[config.mk]
export PLATFORM = sky130hd
export DESIGN_NAME = edge_gradient_magnitude_3x3_top_flat
export DESIGN_NICKNAME = d
export VERILOG_FILES = /design/src/egm3_pkg.sv /design/src/egm3_ifs.sv /design/src/edge_gradient_magnitude_3x3_top.sv /design/src/egm3_front.sv /design/src/egm3_sqrt_cell.sv /design/src/egm3_out_buf.sv /design/src/flat_wrapper.sv
export SDC_FILE = /design/constraint.sdc
export NUM_CORES = 2
export LEC_CHECK = 0
export ABC_AREA = 0
export BUFFER_PORTS_ARGS = -buffer_cell sky130_fd_sc_hd__buf_2
export CAP_MARGIN = 10
export CELL_PAD_IN_SITES_DETAIL_PLACEMENT = 0
export CELL_PAD_IN_SITES_GLOBAL_PLACEMENT = 1
export CORE_MARGIN = 2
export CORE_UTILIZATION = 50
export DETAILED_ROUTE_END_ITERATION = 10
export GPL_TIMING_DRIVEN = 0
export PLACE_DENSITY = 0.82
export REMOVE_ABC_BUFFERS = 1
export SYNTH_ARGS = -nofsm -noshare
export SYNTH_HDL_FRONTEND = slang
export SYNTH_HIERARCHICAL = 1
export SYNTH_SLANG_ARGS = --single-unit
[constraint.sdc]
create_clock -name clk -period 13 [get_ports clk]
set_clock_uncertainty 0.1 [all_clocks]
set_input_delay 1.95 -clock clk [delete_from_list [all_inputs] [get_ports clk]]
set_output_delay 1.95 -clock clk [all_outputs]
set_load 0.02 [all_outputs]
[src/egm3_pkg.sv]
// Shared constants and types of the 3x3 edge gradient magnitude block.
package egm3_pkg;

  localparam int PIXEL_BITS = 8;
  localparam int CW_W       = 2;
  localparam int GRAD_W     = PIXEL_BITS + 3;
  localparam int SQ_W       = 2 * GRAD_W;
  localparam int ROOT_W     = GRAD_W + 1;
  localparam int RAD_W      = 2 * ROOT_W;
  localparam int REM_W      = ROOT_W + 2;
  localparam int MAG_W      = 11;

  localparam logic [CW_W-1:0]  CW_RESET = CW_W'(2);
  localparam logic [MAG_W-1:0] MAG_MAX  = {MAG_W{1'b1}};

  typedef logic [PIXEL_BITS-1:0] pix_t;
  typedef logic [GRAD_W-1:0]     grad_t;
  typedef logic [CW_W-1:0]       cw_t;
  typedef logic [MAG_W-1:0]      mag_t;

  typedef struct packed {
    pix_t above_left;
    pix_t above_mid;
    pix_t above_right;
    pix_t mid_left;
    pix_t mid_right;
    pix_t below_left;
    pix_t below_mid;
    pix_t below_right;
  } win_t;

  typedef struct packed {
    logic              vld;
    logic [RAD_W-1:0]  rad;
    logic [REM_W-1:0]  rem;
    logic [ROOT_W-1:0] root;
  } sqrt_word_t;

endpackage

[src/egm3_ifs.sv]
// Handshake channel interfaces for window, magnitude and weight words.
interface egm3_in_if;
  logic            valid;
  logic            ready;
  egm3_pkg::pix_t  above_left;
  egm3_pkg::pix_t  above_mid;
  egm3_pkg::pix_t  above_right;
  egm3_pkg::pix_t  mid_left;
  egm3_pkg::pix_t  mid_right;
  egm3_pkg::pix_t  below_left;
  egm3_pkg::pix_t  below_mid;
  egm3_pkg::pix_t  below_right;
  modport source (output valid, above_left, above_mid, above_right, mid_left, mid_right,
                  below_left, below_mid, below_right, input ready);
  modport sink (input valid, above_left, above_mid, above_right, mid_left, mid_right,
                below_left, below_mid, below_right, output ready);
endinterface

interface egm3_out_if;
  logic            valid;
  logic            ready;
  egm3_pkg::mag_t  magnitude;
  modport source (output valid, magnitude, input ready);
  modport sink (input valid, magnitude, output ready);
endinterface

interface egm3_cfg_if;
  logic            valid;
  logic            ready;
  egm3_pkg::cw_t   center_weight;
  modport source (output valid, center_weight, input ready);
  modport sink (input valid, center_weight, output ready);
endinterface

[src/edge_gradient_magnitude_3x3_top.sv]
// Top level of the 3x3 Sobel/Prewitt edge gradient magnitude block.
//
// The in_ch channel takes one word per cycle while in_ch.ready is high: the
// eight neighbours of a 3x3 window, the centre pixel excluded. The out_ch
// channel gives one magnitude word per input word, in order: the floor of
// the square root of the summed squared row and column gradients, saturated
// to 11 bits. The cfg_ch channel writes the centre weight (1 Prewitt, 2 Sobel)
// and is always ready; it should only be written while the block is idle.
// The word passes 17 register stages, the first loaded at the accepting
// edge: four of gradient and square arithmetic, one per root bit in a chain
// of 12 square root cells, and one output register. Throughput is one word
// per cycle while in_ch.ready is high. Reset clears all valid flags and sets
// the centre weight to 2. When the receiver stalls, a skid register catches
// the word in flight and the whole pipeline then holds; in_ch.ready falls
// only while the skid register is occupied.
module edge_gradient_magnitude_3x3_top (
  input  logic       clk,
  input  logic       rst_n,
  egm3_in_if.sink    in_ch,
  egm3_out_if.source out_ch,
  egm3_cfg_if.sink   cfg_ch
);

  localparam int RTW = egm3_pkg::ROOT_W;

  egm3_pkg::cw_t        weight_r, weight_nxt;
  egm3_pkg::win_t       win;
  egm3_pkg::sqrt_word_t chain [RTW+1];
  logic                 en;

  always_comb begin
    weight_nxt = weight_r;
    if (cfg_ch.valid) begin
      weight_nxt = cfg_ch.center_weight;
    end
  end

  always_ff @(posedge clk) begin
    if (!rst_n) begin
      weight_r <= egm3_pkg::CW_RESET;
    end else begin
      weight_r <= weight_nxt;
    end
  end

  assign cfg_ch.ready = 1'b1;
  assign in_ch.ready  = en;

  assign win.above_left  = in_ch.above_left;
  assign win.above_mid   = in_ch.above_mid;
  assign win.above_right = in_ch.above_right;
  assign win.mid_left    = in_ch.mid_left;
  assign win.mid_right   = in_ch.mid_right;
  assign win.below_left  = in_ch.below_left;
  assign win.below_mid   = in_ch.below_mid;
  assign win.below_right = in_ch.below_right;

  egm3_front u_front (
    .clk     (clk),
    .rst_n   (rst_n),
    .en      (en),
    .in_vld  (in_ch.valid),
    .win     (win),
    .weight  (weight_r),
    .rad_out (chain[0])
  );

  for (genvar i = 0; i < RTW; i++) begin : g_cell
    egm3_sqrt_cell u_cell (
      .clk   (clk),
      .rst_n (rst_n),
      .en    (en),
      .prev  (chain[i]),
      .next  (chain[i+1])
    );
  end

  egm3_out_buf u_out (
    .clk       (clk),
    .rst_n     (rst_n),
    .res       (chain[RTW]),
    .out_ready (out_ch.ready),
    .out_vld   (out_ch.valid),
    .out_mag   (out_ch.magnitude),
    .en        (en)
  );

  a_weight_reset: assert property (@(posedge clk) disable iff (!rst_n)
    $past(!rst_n) |-> (weight_r == egm3_pkg::CW_RESET))
    else $error("centre weight not at its reset value after reset");

endmodule

[src/egm3_front.sv]
// Weighted row and column sums, gradients, squares and their sum.
module egm3_front (
  input  logic                   clk,
  input  logic                   rst_n,
  input  logic                   en,
  input  logic                   in_vld,
  input  egm3_pkg::win_t         win,
  input  egm3_pkg::cw_t          weight,
  output egm3_pkg::sqrt_word_t   rad_out
);

  localparam int GW = egm3_pkg::GRAD_W;
  localparam int SW = egm3_pkg::SQ_W;
  localparam int RW = egm3_pkg::RAD_W;

  logic          s1_vld_r, s2_vld_r, s3_vld_r, s4_vld_r;
  logic [GW-1:0] top_r, bot_r, rgt_r, lft_r;
  logic [GW-1:0] gr_r, gc_r;
  logic [SW-1:0] sqr_r, sqc_r;
  logic [RW-1:0] rad_r;

  logic [GW-1:0] top_nxt, bot_nxt, rgt_nxt, lft_nxt;
  logic [GW-1:0] gr_nxt, gc_nxt;
  logic [SW-1:0] sqr_nxt, sqc_nxt;
  logic [RW-1:0] rad_nxt;

  always_comb begin
    top_nxt = GW'(win.above_left) + GW'(win.above_mid) * GW'(weight) + GW'(win.above_right);
    bot_nxt = GW'(win.below_left) + GW'(win.below_mid) * GW'(weight) + GW'(win.below_right);
    rgt_nxt = GW'(win.above_right) + GW'(win.mid_right) * GW'(weight) + GW'(win.below_right);
    lft_nxt = GW'(win.above_left) + GW'(win.mid_left) * GW'(weight) + GW'(win.below_left);
    gr_nxt  = (top_r >= bot_r) ? (top_r - bot_r) : (bot_r - top_r);
    gc_nxt  = (rgt_r >= lft_r) ? (rgt_r - lft_r) : (lft_r - rgt_r);
    sqr_nxt = SW'(gr_r) * SW'(gr_r);
    sqc_nxt = SW'(gc_r) * SW'(gc_r);
    rad_nxt = RW'(sqr_r) + RW'(sqc_r);
  end

  always_ff @(posedge clk) begin
    if (!rst_n) begin
      s1_vld_r <= 1'b0;
      s2_vld_r <= 1'b0;
      s3_vld_r <= 1'b0;
      s4_vld_r <= 1'b0;
    end else if (en) begin
      s1_vld_r <= in_vld;
      s2_vld_r <= s1_vld_r;
      s3_vld_r <= s2_vld_r;
      s4_vld_r <= s3_vld_r;
    end
  end

  always_ff @(posedge clk) begin
    if (en) begin
      top_r <= top_nxt;
      bot_r <= bot_nxt;
      rgt_r <= rgt_nxt;
      lft_r <= lft_nxt;
      gr_r  <= gr_nxt;
      gc_r  <= gc_nxt;
      sqr_r <= sqr_nxt;
      sqc_r <= sqc_nxt;
      rad_r <= rad_nxt;
    end
  end

  assign rad_out.vld  = s4_vld_r;
  assign rad_out.rad  = rad_r;
  assign rad_out.rem  = '0;
  assign rad_out.root = '0;

endmodule

[src/egm3_sqrt_cell.sv]
// One digit step of the square root chain: takes two radicand bits, yields one root bit.
module egm3_sqrt_cell (
  input  logic                 clk,
  input  logic                 rst_n,
  input  logic                 en,
  input  egm3_pkg::sqrt_word_t prev,
  output egm3_pkg::sqrt_word_t next
);

  localparam int RTW = egm3_pkg::ROOT_W;
  localparam int RMW = egm3_pkg::REM_W;
  localparam int RDW = egm3_pkg::RAD_W;

  logic           vld_r;
  logic [RDW-1:0] rad_r, rad_nxt;
  logic [RMW-1:0] rem_r, rem_nxt;
  logic [RTW-1:0] root_r, root_nxt;
  logic [RMW-1:0] rem_sh, trial;

  always_comb begin
    rem_sh  = {prev.rem[RMW-3:0], prev.rad[RDW-1:RDW-2]};
    trial   = {prev.root, 2'b01};
    rad_nxt = {prev.rad[RDW-3:0], 2'b00};
    if (rem_sh >= trial) begin
      rem_nxt  = rem_sh - trial;
      root_nxt = {prev.root[RTW-2:0], 1'b1};
    end else begin
      rem_nxt  = rem_sh;
      root_nxt = {prev.root[RTW-2:0], 1'b0};
    end
  end

  always_ff @(posedge clk) begin
    if (!rst_n) begin
      vld_r <= 1'b0;
    end else if (en) begin
      vld_r <= prev.vld;
    end
  end

  always_ff @(posedge clk) begin
    if (en) begin
      rad_r  <= rad_nxt;
      rem_r  <= rem_nxt;
      root_r <= root_nxt;
    end
  end

  assign next.vld  = vld_r;
  assign next.rad  = rad_r;
  assign next.rem  = rem_r;
  assign next.root = root_r;

  a_rem_bound: assert property (@(posedge clk) disable iff (!rst_n)
    vld_r |-> (rem_r <= {root_r, 1'b0}))
    else $error("square root remainder exceeds twice the partial root");

endmodule

[src/egm3_out_buf.sv]
// Output register with skid word; saturates the root to the magnitude width.
module egm3_out_buf (
  input  logic                 clk,
  input  logic                 rst_n,
  input  egm3_pkg::sqrt_word_t res,
  input  logic                 out_ready,
  output logic                 out_vld,
  output egm3_pkg::mag_t       out_mag,
  output logic                 en
);

  localparam int RTW = egm3_pkg::ROOT_W;
  localparam int MW  = egm3_pkg::MAG_W;

  logic           out_vld_r, out_vld_nxt;
  logic           skid_vld_r, skid_vld_nxt;
  logic [MW-1:0]  out_mag_r, out_mag_nxt;
  logic [MW-1:0]  skid_mag_r, skid_mag_nxt;
  logic [MW-1:0]  sat_mag;
  logic           take;

  always_comb begin
    sat_mag      = (|res.root[RTW-1:MW]) ? egm3_pkg::MAG_MAX : res.root[MW-1:0];
    take         = out_vld_r && out_ready;
    out_vld_nxt  = out_vld_r;
    out_mag_nxt  = out_mag_r;
    skid_vld_nxt = skid_vld_r;
    skid_mag_nxt = skid_mag_r;
    if (skid_vld_r) begin
      if (take) begin
        out_mag_nxt  = skid_mag_r;
        skid_vld_nxt = 1'b0;
      end
    end else if (res.vld) begin
      if (!out_vld_r || take) begin
        out_vld_nxt = 1'b1;
        out_mag_nxt = sat_mag;
      end else begin
        skid_vld_nxt = 1'b1;
        skid_mag_nxt = sat_mag;
      end
    end else if (take) begin
      out_vld_nxt = 1'b0;
    end
  end

  always_ff @(posedge clk) begin
    if (!rst_n) begin
      out_vld_r  <= 1'b0;
      skid_vld_r <= 1'b0;
    end else begin
      out_vld_r  <= out_vld_nxt;
      skid_vld_r <= skid_vld_nxt;
    end
  end

  always_ff @(posedge clk) begin
    out_mag_r  <= out_mag_nxt;
    skid_mag_r <= skid_mag_nxt;
  end

  assign out_vld = out_vld_r;
  assign out_mag = out_mag_r;
  assign en      = !skid_vld_r;

  a_skid_behind_out: assert property (@(posedge clk) disable iff (!rst_n)
    skid_vld_r |-> out_vld_r)
    else $error("skid word held while output register is empty");

  a_skid_catch: assert property (@(posedge clk) disable iff (!rst_n)
    (out_vld_r && !out_ready && !skid_vld_r && res.vld) |=> skid_vld_r)
    else $error("word arriving at a stalled output was not caught by the skid register");

endmodule
[src/flat_wrapper.sv]
// flat-port wrapper written by rule: the top's interface ports become plain ports
module edge_gradient_magnitude_3x3_top_flat 
  (clk, rst_n, in_ch_valid, in_ch_above_left, in_ch_above_mid, in_ch_above_right, in_ch_mid_left, in_ch_mid_right, in_ch_below_left, in_ch_below_mid, in_ch_below_right, in_ch_ready, out_ch_valid, out_ch_magnitude, out_ch_ready, cfg_ch_valid, cfg_ch_center_weight, cfg_ch_ready);
  egm3_in_if in_ch_i ();
  egm3_out_if out_ch_i ();
  egm3_cfg_if cfg_ch_i ();
  input  logic clk;
  input  logic rst_n;
  input wire logic [$bits(in_ch_i.valid)-1:0] in_ch_valid;
  input wire logic [$bits(in_ch_i.above_left)-1:0] in_ch_above_left;
  input wire logic [$bits(in_ch_i.above_mid)-1:0] in_ch_above_mid;
  input wire logic [$bits(in_ch_i.above_right)-1:0] in_ch_above_right;
  input wire logic [$bits(in_ch_i.mid_left)-1:0] in_ch_mid_left;
  input wire logic [$bits(in_ch_i.mid_right)-1:0] in_ch_mid_right;
  input wire logic [$bits(in_ch_i.below_left)-1:0] in_ch_below_left;
  input wire logic [$bits(in_ch_i.below_mid)-1:0] in_ch_below_mid;
  input wire logic [$bits(in_ch_i.below_right)-1:0] in_ch_below_right;
  output wire logic [$bits(in_ch_i.ready)-1:0] in_ch_ready;
  output wire logic [$bits(out_ch_i.valid)-1:0] out_ch_valid;
  output wire logic [$bits(out_ch_i.magnitude)-1:0] out_ch_magnitude;
  input wire logic [$bits(out_ch_i.ready)-1:0] out_ch_ready;
  input wire logic [$bits(cfg_ch_i.valid)-1:0] cfg_ch_valid;
  input wire logic [$bits(cfg_ch_i.center_weight)-1:0] cfg_ch_center_weight;
  output wire logic [$bits(cfg_ch_i.ready)-1:0] cfg_ch_ready;
  assign in_ch_i.valid = in_ch_valid;
  assign in_ch_i.above_left = in_ch_above_left;
  assign in_ch_i.above_mid = in_ch_above_mid;
  assign in_ch_i.above_right = in_ch_above_right;
  assign in_ch_i.mid_left = in_ch_mid_left;
  assign in_ch_i.mid_right = in_ch_mid_right;
  assign in_ch_i.below_left = in_ch_below_left;
  assign in_ch_i.below_mid = in_ch_below_mid;
  assign in_ch_i.below_right = in_ch_below_right;
  assign in_ch_ready = in_ch_i.ready;
  assign out_ch_valid = out_ch_i.valid;
  assign out_ch_magnitude = out_ch_i.magnitude;
  assign out_ch_i.ready = out_ch_ready;
  assign cfg_ch_i.valid = cfg_ch_valid;
  assign cfg_ch_i.center_weight = cfg_ch_center_weight;
  assign cfg_ch_ready = cfg_ch_i.ready;
  edge_gradient_magnitude_3x3_top u_core (.clk(clk), .rst_n(rst_n), .in_ch(in_ch_i), .out_ch(out_ch_i), .cfg_ch(cfg_ch_i));
endmodule
; ---- Yosys cells after proc, flatten, opt, wreduce, memory -nomap -nowiden
; Cells that the tools add are included.
[totals]
output_inout_bits = 14
word_cells = 160
register_bits = 509
inputBits = 71
[classes]
order_cmp = 14
n_addsub = 24
n_mul = 6
mux = 37
n_reduce_logical = 10
eq_ne = 2
n_bitwise = 2
[ops]
columns = cell, count
row1 = 12-bit two-way mux, 10
row2 = 11-bit two-way mux, 7
row3 = 11-bit by 8-bit adder with 11-bit output, 4
row4 = 8-bit by 10-bit adder with 11-bit output, 4
row5 = 11-bit by 11-bit multiplier with 22-bit output, 2
row6 = 11-bit subtractor, 4
row7 = 8-bit by 2-bit multiplier with 10-bit output, 4
row8 = 22-bit by 22-bit adder with 23-bit output, 1
row9 = 11-bit greater-or-equal comparator, 2
row10 = 1-bit two-way mux, 19
row11 = 14-bit by 10-bit greater-or-equal comparator with 1-bit output, 1
row12 = 14-bit by 11-bit greater-or-equal comparator with 1-bit output, 1
row13 = 14-bit by 12-bit greater-or-equal comparator with 1-bit output, 1
row14 = 14-bit by 13-bit greater-or-equal comparator with 1-bit output, 1
row15 = 14-bit by 3-bit greater-or-equal comparator with 1-bit output, 1
row16 = 14-bit by 4-bit greater-or-equal comparator with 1-bit output, 1
row17 = 14-bit by 5-bit greater-or-equal comparator with 1-bit output, 1
row18 = 14-bit by 6-bit greater-or-equal comparator with 1-bit output, 1
row19 = 14-bit by 7-bit greater-or-equal comparator with 1-bit output, 1
row20 = 14-bit by 8-bit greater-or-equal comparator with 1-bit output, 1
row21 = 14-bit by 9-bit greater-or-equal comparator with 1-bit output, 1
row22 = 12-bit by 10-bit subtractor with 12-bit output, 1
row23 = 12-bit by 11-bit subtractor with 12-bit output, 1
row24 = 12-bit subtractor, 1
row25 = 18 further kinds, 24

; ---- Logic depth before layout (Yosys ltp)
[depth]
ltp_word = 5
ltp_mapped = 21

; ---- By module
; The synthesis kept the hierarchy.
[modules_own_cells]
columns = mod, n_inst, cells_per_inst, seq_area_each_um2, area_each_um2
row1 = egm3_sqrt_cell, 12, 207, 1461.4, 2596.2
row2 = egm3_front, 1, 1709, 4013.8, 16783.6
row3 = egm3_out_buf, 1, 60, 700.7, 1022.2
row4 = edge_gradient_magnitude_3x3_top, 1, 8, 40.0, 81.3

; ---- Least setup slack after synthesis
; OpenSTA, ideal clock, no wires.
[synth_path]
kind = register -> output
start = register u_core.u_out.skid_vld_r
end = output in_ch_ready
required_ns = 10.950
t_arrival_ns = 3.856
stages_incl_launch_ff = 3
slack_ns = 7.094
cell_sequence = dfxtp_1 -> inv_2 -> buf_6
[synth_between]
elab_chain_len = 1
[synth_lines]
columns = element, line
row1 = start: declaration, egm3_out_buf.sv:16  ; logic skid_vld_r, skid_vld_nxt;
row2 = start signal: assignment, egm3_out_buf.sv:53  ; skid_vld_r <= skid_vld_nxt;
row3 = 1-bit zero test, egm3_out_buf.sv:64  ; assign en = !skid_vld_r;
row4 = end: declaration, flat_wrapper.sv:18  ; output wire logic [$bits(in_ch_i.ready)-1:0] in_ch_ready;
; No other way between the ends.

; ---- Worst setup path in the final report
[layout_path]
start = register u_core.u_front.gr_r[0]
end = register u_core.u_front.sqr_r[21] (data pin)
[layout_between]
elab_chain_len = 1
[layout_lines]
columns = element, line
row1 = start: declaration, egm3_front.sv:18  ; logic [GW-1:0] gr_r, gc_r;
row2 = start signal: assignment, egm3_front.sv:59  ; gr_r <= gr_nxt;
row3 = 11-bit by 11-bit multiplier with 22-bit output, egm3_front.sv:34  ; sqr_nxt = SW'(gr_r) * SW'(gr_r);
row4 = net u_core.u_front.sqr_nxt[21], egm3_front.sv:24  ; logic [SW-1:0] sqr_nxt, sqc_nxt;
row5 = end signal: assignment, egm3_front.sv:61  ; sqr_r <= sqr_nxt;
row6 = end: declaration, egm3_front.sv:19  ; logic [SW-1:0] sqr_r, sqc_r;
; The timed path passes the listed nets, and every way through them passes these cells.
; A chain may end at the register's enable or synchronous reset.

==> impl_metrics.yaml <==
clock_tree:
  clock_sinks: 581
  cts-resized-gates: 0
  max-clock-path-buffers: 3
  cts_tree: "yes"
  clk_pin_slew_ns: 0.06
  root_buffer: "clkbuf_16"
  insertion_delay_ns: 0.60
  numCtsBuffers: 66
  postCtsSetupBuffers: 0
  hold_buffers: 0
  h-tree-depth: 3
drt:
  vias: 25700
  first_pass_iters: 5
  drt_iter0_drc: 1393
  viasPerCell: 5.29
  avgRoutedWirePerCell_microns: 16.0
  drc: 0
  drt-total-wl_microns: 77900
  antenna_left: 0
sta:
  post-route-period-util_pct: 45.1
  finalSetupViolations: 0
  rsz0062_at_grt: "no"
  fin_ws_ns: 7.13
  maxSlewHeadroom_pct: 29.1
  final-max-slew-violation-count: 0
  layout_min_cycle_time_ns: 5.87
  fmax_mhz: 170
  finalSetupTns_ns: 0
  tightestPinTransition_ns: 1.06
  finalHoldViolCount: 0
setup_path:
  cp_common_cell: "fa_1"
  crit_required_ns: 13.23
  start_kind: "register"
  end_kind: "register"
  cp_cell_sequence: "and2_1 > inv_1 > fa_1 > fa_1 > inv_1 > fa_1 > fa_1 > inv_1 > fa_1 > inv_1 > ha_1 > a21o_1 > nor2_1 > o211ai_2 > a2111oi_4 > o31ai_1 > a21oi_1 > xor2_1"
  crit_arrival_ns: 6.10
  path_class: "register to register"
  slowest_delay_ns: 0.66
  cpMaxStageDelayCell: "edfxtp_1"
  critical_path.max_fanout: 13
die:
  die_h_microns: 292
  row_count: 105
  ios: 85
  dieArea_sq_um: 85200
  core_sq_um: 82100
  initial_core_util_pct: 50.5
  fp.dieW_microns: 292
global_route:
  grt_max_degree: 132
  antenna_found_initial: 1
  grt_use_total_pct: 18.5
  grt_pass1_vias: 25600
  grt_pass1_wl_microns: 128000
  overflow: 0
placement:
  portBuffers: 83
  post-place-ws_ns: 7.10
  dpl_cell_area_sq_um: 42400
  gp_congestion: 0.844
  dp_cells: 4749
  dpl.hpwl_microns: 60100
final_layout:
  final_cell_area_sq_um: 44600
  drive_gt1_share_pct: 10.3
  stdcell_count: 4870
  n_antenna_cell: 0
  synthToLayoutAreaGrowth_pct: 7.69
  num-nets-final: 4393
min_path:
  hold_path.class: "register to register"
outcome:
  status: "completed"
job:
  cap_violations: 0
synthesis:
  syn_area_sq_um: 41400
  ys_warn_count: 6
  synth_area_per_cell_sq_um: 11.1
  syn_inst: 3720
state kept, by name, summed over array words and instances, names as in the netlist, 11 cells and up:
| name | cells |
|---|---|
| u_core/u_front/rad_r | 23 |
| u_core/u_front/sqr_r | 21 |
| u_core/g_cell.u_cell/rad_r | 132 |
| u_core/u_front/rgt_r | 11 |
| u_core/g_cell.u_cell/rem_r | 132 |
| u_core/u_front/gr_r | 11 |
| u_core/u_out/out_mag | 11 |
| u_core/u_front/top_r | 11 |
| u_core/g_cell.u_cell/root_r | 144 |
| u_core/u_front/bot_r | 11 |
| u_core/u_front/lft_r | 11 |
| u_core/u_out/skid_mag_r | 11 |
| u_core/u_front/sqc_r | 21 |
| u_core/u_front/gc_r | 11 |
| u_core/g_cell.u_cell/vld_r | 12 |
critical path, delay by kind of cell (launching register included):
family                   cells  cell delay (ns)
flip-flops                   1             0.66
AO/OA/AOI/OAI                5             1.14
buffers and inverters        4             0.22
XOR/XNOR                     1             0.08
AND/OR/NAND/NOR              2             0.37
adder cells (fa/ha/maj)      6             3.02
placed cells by master (no fill, tap or decap), drive strengths merged, types with 32 or more instances in the layout:
cell type / count
clkbuf: 76
nor2b: 51
and2: 103
a21o: 73
xnor2: 87
o21ai: 137
nand4: 44
ha: 380
o21a: 32
mux2i: 40
fa: 192
mux2: 79
nand3: 65
a21oi: 243
edfxtp: 561
xor2: 106
buf: 91
nand2b: 51
nand2: 244
nor3: 70
inv: 577
nor2: 130
o211ai: 39
path summary, 6_finish.rpt:
path | startpoint | end | slack, ns | cells past startpoint
worst max-delay path | u_core/u_front/gr_r[0] | u_core/u_front/sqr_r[21] | 7.13 | 18
worst min-delay path | u_core/g_cell[3].u_cell/rad_r[18] | u_core/g_cell[4].u_cell/rad_r[20] | 0.30 | 0
worst max register to register | u_core/u_front/gr_r[0] | u_core/u_front/sqr_r[21] | 7.13 | 18
worst min register to register | u_core/g_cell[3].u_cell/rad_r[18] | u_core/g_cell[4].u_cell/rad_r[20] | 0.30 | 0
cell type report:
cell class / instances / area [sq um]
multi-input combinational: 2438 / 21000
timing repair buffer: 91 / 596
tap: 1070 / 1340
clock buffer: 76 / 1710
clock inverter: 42 / 428
inverter: 572 / 2240
fill: 7075 / 37500
sequential: 581 / 17200
metal layers:
metal  track usage, %  wire length (microns)
met5                0                      0
met4             4.64                   1610
met3             2.60                   2470
met2             32.9                  39300
met1             23.7                  34500
through the flow:
stage,hold slack [ns],util (%)
2_1_floorplan,0.300,-
3_3_place_gp,0.300,51.5
3_5_place_dp,0.305,51.6
4_1_cts,0.296,54.3
5_1_grt,0.304,54.3
6_report,0.296,54.3
Power is not shown: default switching activity piles up to over one toggle a cycle in this logic, so the estimate is an artifact.
